## src/hdl/fca_pkg.sv

```systemverilog
`timescale 1ns / 1ps
// ----------------------------------------------------------------------------
// fca_pkg
// shared codes, marks, state type and control/status words for the
// allocation table block
// ----------------------------------------------------------------------------
package fca_pkg;

    // command codes
    localparam logic [1:0] CMD_WRITE = 2'd0;
    localparam logic [1:0] CMD_READ  = 2'd1;
    localparam logic [1:0] CMD_ALLOC = 2'd2;

    // result status codes
    localparam logic [1:0] STATUS_OK       = 2'd0;
    localparam logic [1:0] STATUS_NO_SPACE = 2'd1;
    localparam logic [1:0] STATUS_ZERO_LEN = 2'd2;

    // entry marks
    localparam logic [31:0] END_MARK = 32'hFFFF_FFFF;
    localparam logic [31:0] RES_MARK = 32'h0000_0001;

    typedef enum logic [2:0] {
        ST_CLEAR,
        ST_IDLE,
        ST_DISPATCH,
        ST_CHECK,
        ST_SCAN,
        ST_TAIL,
        ST_RESP
    } state_t;

    // controller to datapath
    typedef struct packed {
        logic clear_en;
        logic accept;
        logic look_apply;
        logic check_en;
        logic scan_run;
        logic tail_wr;
        logic out_load;
    } ctrl_cmd_t;

    // datapath to controller
    typedef struct packed {
        logic       clear_done;
        logic [1:0] cmd;
        logic       zero_req;
        logic       no_space;
        logic       found_last;
        logic       out_free;
    } dp_stat_t;

endpackage

```

## src/hdl/fca_ctrl.sv

```systemverilog
`timescale 1ns / 1ps
// ----------------------------------------------------------------------------
// fca_ctrl
// sequencer: clearing pass, command dispatch, allocation scan and result
// hand-off
// ----------------------------------------------------------------------------
module fca_ctrl
(
    input  logic              clk,
    input  logic              rst_n,
    input  logic              in_valid,
    output logic              in_ready,
    input  fca_pkg::dp_stat_t stat,
    output fca_pkg::ctrl_cmd_t cmd
);

    fca_pkg::state_t state_reg;
    fca_pkg::state_t state_next;

    always_ff @(posedge clk or negedge rst_n)
    begin
        if (!rst_n)
        begin
            state_reg <= fca_pkg::ST_CLEAR;
        end
        else
        begin
            state_reg <= state_next;
        end
    end

    always_comb
    begin
        state_next = state_reg;
        cmd        = '0;
        in_ready   = 1'b0;
        case (state_reg)
            fca_pkg::ST_CLEAR:
            begin
                cmd.clear_en = 1'b1;
                if (stat.clear_done)
                begin
                    state_next = fca_pkg::ST_IDLE;
                end
            end
            fca_pkg::ST_IDLE:
            begin
                in_ready = 1'b1;
                if (in_valid)
                begin
                    cmd.accept = 1'b1;
                    state_next = fca_pkg::ST_DISPATCH;
                end
            end
            fca_pkg::ST_DISPATCH:
            begin
                case (stat.cmd)
                    fca_pkg::CMD_WRITE,
                    fca_pkg::CMD_READ:
                    begin
                        cmd.look_apply = 1'b1;
                        state_next     = fca_pkg::ST_RESP;
                    end
                    fca_pkg::CMD_ALLOC:
                    begin
                        state_next = fca_pkg::ST_CHECK;
                    end
                    default:
                    begin
                        state_next = fca_pkg::ST_RESP;
                    end
                endcase
            end
            fca_pkg::ST_CHECK:
            begin
                cmd.check_en = 1'b1;
                if (stat.zero_req || stat.no_space)
                begin
                    state_next = fca_pkg::ST_RESP;
                end
                else
                begin
                    state_next = fca_pkg::ST_SCAN;
                end
            end
            fca_pkg::ST_SCAN:
            begin
                cmd.scan_run = 1'b1;
                if (stat.found_last)
                begin
                    state_next = fca_pkg::ST_TAIL;
                end
            end
            fca_pkg::ST_TAIL:
            begin
                cmd.tail_wr = 1'b1;
                state_next  = fca_pkg::ST_RESP;
            end
            fca_pkg::ST_RESP:
            begin
                if (stat.out_free)
                begin
                    cmd.out_load = 1'b1;
                    state_next   = fca_pkg::ST_IDLE;
                end
            end
            default:
            begin
                state_next = fca_pkg::ST_IDLE;
            end
        endcase
    end

endmodule

```

## config.mk

```make
export PLATFORM = sky130hd
export DESIGN_NAME = fca_ctrl
export DESIGN_NICKNAME = d
export VERILOG_FILES = /design/src/hdl/fca_pkg.sv /design/src/hdl/fca_ctrl.sv
export SDC_FILE = /design/constraint.sdc
export NUM_CORES = 1
export LEC_CHECK = 0
export ABC_AREA = 1
export ABC_CLOCK_PERIOD_IN_PS = 1300
export BUFFER_PORTS_ARGS = -buffer_cell sky130_fd_sc_hd__clkbuf_2
export CAP_MARGIN = 20
export CELL_PAD_IN_SITES_DETAIL_PLACEMENT = 0
export CELL_PAD_IN_SITES_GLOBAL_PLACEMENT = 1
export CORE_AREA = 2 2 39 41
export CTS_BUF_LIST = sky130_fd_sc_hd__clkbuf_4 sky130_fd_sc_hd__clkbuf_8
export CTS_CLUSTER_DIAMETER = 120
export DETAILED_ROUTE_END_ITERATION = 10
export DIE_AREA = 0 0 41 43
export GPL_TIMING_DRIVEN = 0
export PLACE_DENSITY_LB_ADDON = 0.1
export SLEW_MARGIN = 20
export SYNTH_ARGS = -nofsm -noshare
export SYNTH_HDL_FRONTEND = slang
export SYNTH_SLANG_ARGS = --single-unit
export TNS_END_PERCENT = 1
```

## constraint.sdc

```tcl
create_clock -name clk -period 1.3 [get_ports clk]
set_input_delay 0.065 -clock clk [delete_from_list [all_inputs] [get_ports clk]]
set_output_delay 0.065 -clock clk [all_outputs]
set_load 0.02 [all_outputs]
```

* Yosys cells after proc, flatten, opt, wreduce, memory -nomap -nowiden *
Index checks and enable logic that the tools add are counted.
Widths: inputs -> output; s select.

word-level totals
  output and inout bits = 8
  input port bits = 10
  bits in registers = 3

operators by class
  multiplexer cells = 18
  reductions and logical operators = 5
  equality and inequality tests = 12

operators with widths
  cell                number
  $pmux 3 s7          1
  $mux 3              5
  $mux 1              11
  $eq 3x3->1 const B  3
  $ne 2x2->1 const B  4
  $eq 3x2->1 const B  2
  $reduce_and 4->1    1
  $eq 3x1->1 const B  1
  $logic_not 3->1     1
  $eq 2x1->1 const B  1
  $eq 2x2->1 const B  1
  $logic_not 2->1     1
  $mux 2              1
  $reduce_or 2->1     1
  $logic_or 1x1->1    1

* Depth between registers and ports, before layout *
  depth after elaboration = 4
  depth in mapped cells = 8
  depth with buffers taken out = 8

* Least setup slack after synthesis *
No wires, ideal clock.

  kind = register -> output
  start = reg state_reg[2]
  end = out cmd[4] in the netlist's numbering
  slack = 0.093 ns
  cell stages (with the launch flop) = 4
  path buffers = 0
  arrival time = 1.142 ns
  cells stage by stage = dfrtp_1 nor2_2 inv_1 nor3_1

RTL lines
  item                    line            source
  start, declared         fca_ctrl.sv:17  fca_pkg::state_t state_reg;
  start signal, assigned  fca_ctrl.sv:24  state_reg <= fca_pkg::ST_CLEAR;
  start signal, assigned  fca_ctrl.sv:28  state_reg <= state_next;
  end, declared           fca_ctrl.sv:14  output fca_pkg::ctrl_cmd_t cmd

==> results.md <==
- Status: completed
- Iteration count of the initial detailed-routing pass: 4
- Largest net degree at the start of global routing: 9
- Setup-failing EPs final: 0
- Critical Path Sink Type: primary output
- Area Overhead vs Synth: 55.31%
- Drt drc: 0
- Worst Path Required: 1.24 ns
- Startpoint Class: register
- Final period util: 0.9659
- Fin util: 0.3834
- Mean area per synthesized cell: between 5 and 6 um^2
- Yosys top cell by area: dfrtp_1
- Port bufs: 17
- Syn Nets: roughly 70
- Hold Slack: roughly 0.14 ns
- Vias per cell: around 4.2
- Vias in the first global route: 315
- Min-Delay Path Class: in -> reg
- Post-Synthesis Cells: 58
- Power per cell area: 2350 mW/mm^2
- Fin. Hold Viols: 0
- #FFs+latches synth: 3
- Reg2Reg Launch Point: state_reg[2]
- Gr ovfl total: 0
- Worst EP arrival: 1.19 ns
- RSZ-0062 raised after global routing: true
- Post-synthesis sequential area ratio: 0.2198
- Leak: approximately 0.32 nW
- R2R setup slack: roughly 0.11 ns
- I/O pins: 18
- Pwr Total: 1.247 mW
- Peak supply drop: 0.0007929 V
- Post-synthesis cell type count: 15
- Final nets: 95
- Die Area: between 0.0015 and 0.002 mm^2
- Sink Count: 3
- Clock buffer depth: 2
- Hold path depth: 4
- Clock skew after layout: roughly 0.0040 ns
- Top cells by area, synth: dfrtp_1 (22%), nand2_1 (18%), inv_1 (11%)
- Largest register FFs: 3
- Setup CP Type: reg -> out
- Reg clk slew, reported paths: around 0.04 ns
- Routability congestion estimate: roughly 0.69
- Relative slew slack: 0.8743
- Fraction of final layout cells sized beyond drive strength 1: 0.5181
- Antenna violations before repair: 0
- Max_cap viols: 0
- GRT Overall Usage: 0.09648
- Root Buffer: clkbuf_4
- Commonest non-fill, non-tap cell in the layout: nand2_1
- Critical Path Fanout Max: 5
- Synthesized area: 341.6 um^2
- Worst slew pin tran: 0.1885 ns
- Minimum clock period: roughly 1.3 ns
- Ant. Diodes: 0
- Clk_lat worst skew: approximately 0.23 ns
- Max Clock Freq: between 700 and 800 MHz
- HPWL after DPL: 656.8 um
- Hold_sp: in_valid
- Share of the synthesized area in the top cell type: 0.2198
- Core Rows: 14
- ANT nets after route: 0
- Routed length per instance: around 8.1 um
- Fin. max-slew vios: 0
- Die Span Y: 43 um
- Reg2reg end: state_reg[2]
- DIE WIDTH: 41 um
- Core area: between 0.001 and 0.0015 mm^2
- Post-Route WL: 801 um
- Htree depth: 1
- CTS tree: built
- Worst R2R Path Depth: 6
- DR iter-0 viols: 4
- Global-route wire length before repair: 1248 um
- Syn. warnings: 0
- Most frequent cells in the layout: nand2_1 (16), clkbuf_2 (14), inv_1 (9), nor2_1 (5), buf_4 (5)
- CTS Buf Count: 3
- Total number of vias: between 400 and 500
- Hold EP: state_reg[0]
- Starting Density: 0.2468
==> synth_stat cells <==
cell and instances:
nand2_2 4, nand3_1 2, clkinv_1 2, nor2_1 6, nand3_2 3, o21ai_1 1, nor3_1 3, nand4_1 1
dfrtp_1 3, ha_1 1, inv_1 10, nor2_4 1, nor2_2 2, inv_2 3, nand2_1 16
==> kinds of logic after synthesis <==
| family | count (synthesis) | share of synthesized area |
|---|---|---|
| simple gates | 38 | 0.5641 |
| fa+ha+maj | 1 | 0.03662 |
| flops | 3 | 0.2198 |
| compound gates | 1 | 0.01464 |
| buf+inv | 15 | 0.1649 |
==> power by group <==
group	total [mW]	leakage [nW]	switching [mW]	internal (mW)
Sequential	0.233	0.0348	0.0882	0.145
Clock	0.182	0.0184	0.0461	0.136
Combinational	0.831	0.262	0.510	0.322
Total	1.25	0.315	0.644	0.603
==> final cells by class <==
type | count | area [um^2]
clock buffer | 4 | 30.03
fill | 160 | 853.3
inverter | 15 | 56.30
multi-input combinational | 40 | 222.7
sequential | 3 | 78.83
tap | 16 | 20.02
timing repair buffer | 21 | 122.6
==> through the flow <==
step           TNS [ns]  worst slack (ns)  cells  cell area [um^2]
3_3_place_gp          0           0.04097     91             446.7
5_1_grt        -0.05241          -0.04732     99             530.5
2_1_floorplan         0           0.09295     58             341.6
3_5_place_dp          0           0.03989     91             446.7
6_report              0           0.04434     99             530.5
4_1_cts        -0.01316          -0.01316     96             500.5
==> routing by layer <==
metal	track usage	up-vias	wire length (um)
li1	-	225	-
met1	0.1452	176	363
met2	0.1500	11	387
met3	0.01571	0	49
met4	0	0	0
met5	0	-	0
==> worst max path at each step <==
stage	from	to	slack, ns	cells after the start
4_1_cts	state_reg[1]	cmd[4]	-0.01	5
3_3_place_gp	state_reg[2]	state_reg[2]	0.04	6
3_5_place_dp	state_reg[2]	state_reg[2]	0.04	6
2_1_floorplan	state_reg[2]	cmd[4]	0.09	3
5_1_grt	state_reg[1]	cmd[2]	-0.05	4
6_report	state_reg[1]	cmd[2]	0.04	4
==> worst max-delay path, stage by stage, from the launching register on <==
cell and delay (ns):
dfrtp_2 0.45, nor2_2 0.20, nand2_1 0.09, inv_1 0.07
clkbuf_2 0.16
==> timing repair <==
item	4_1_cts	5_1_grt
gates resized for setup	6	6
hold endpoints to repair	3	0
pin swaps	1	1
setup buffers	0	3
setup endpoints to repair	5	6
hold buffers	1	0
No activity file was read; power rests on OpenSTA's default activity.
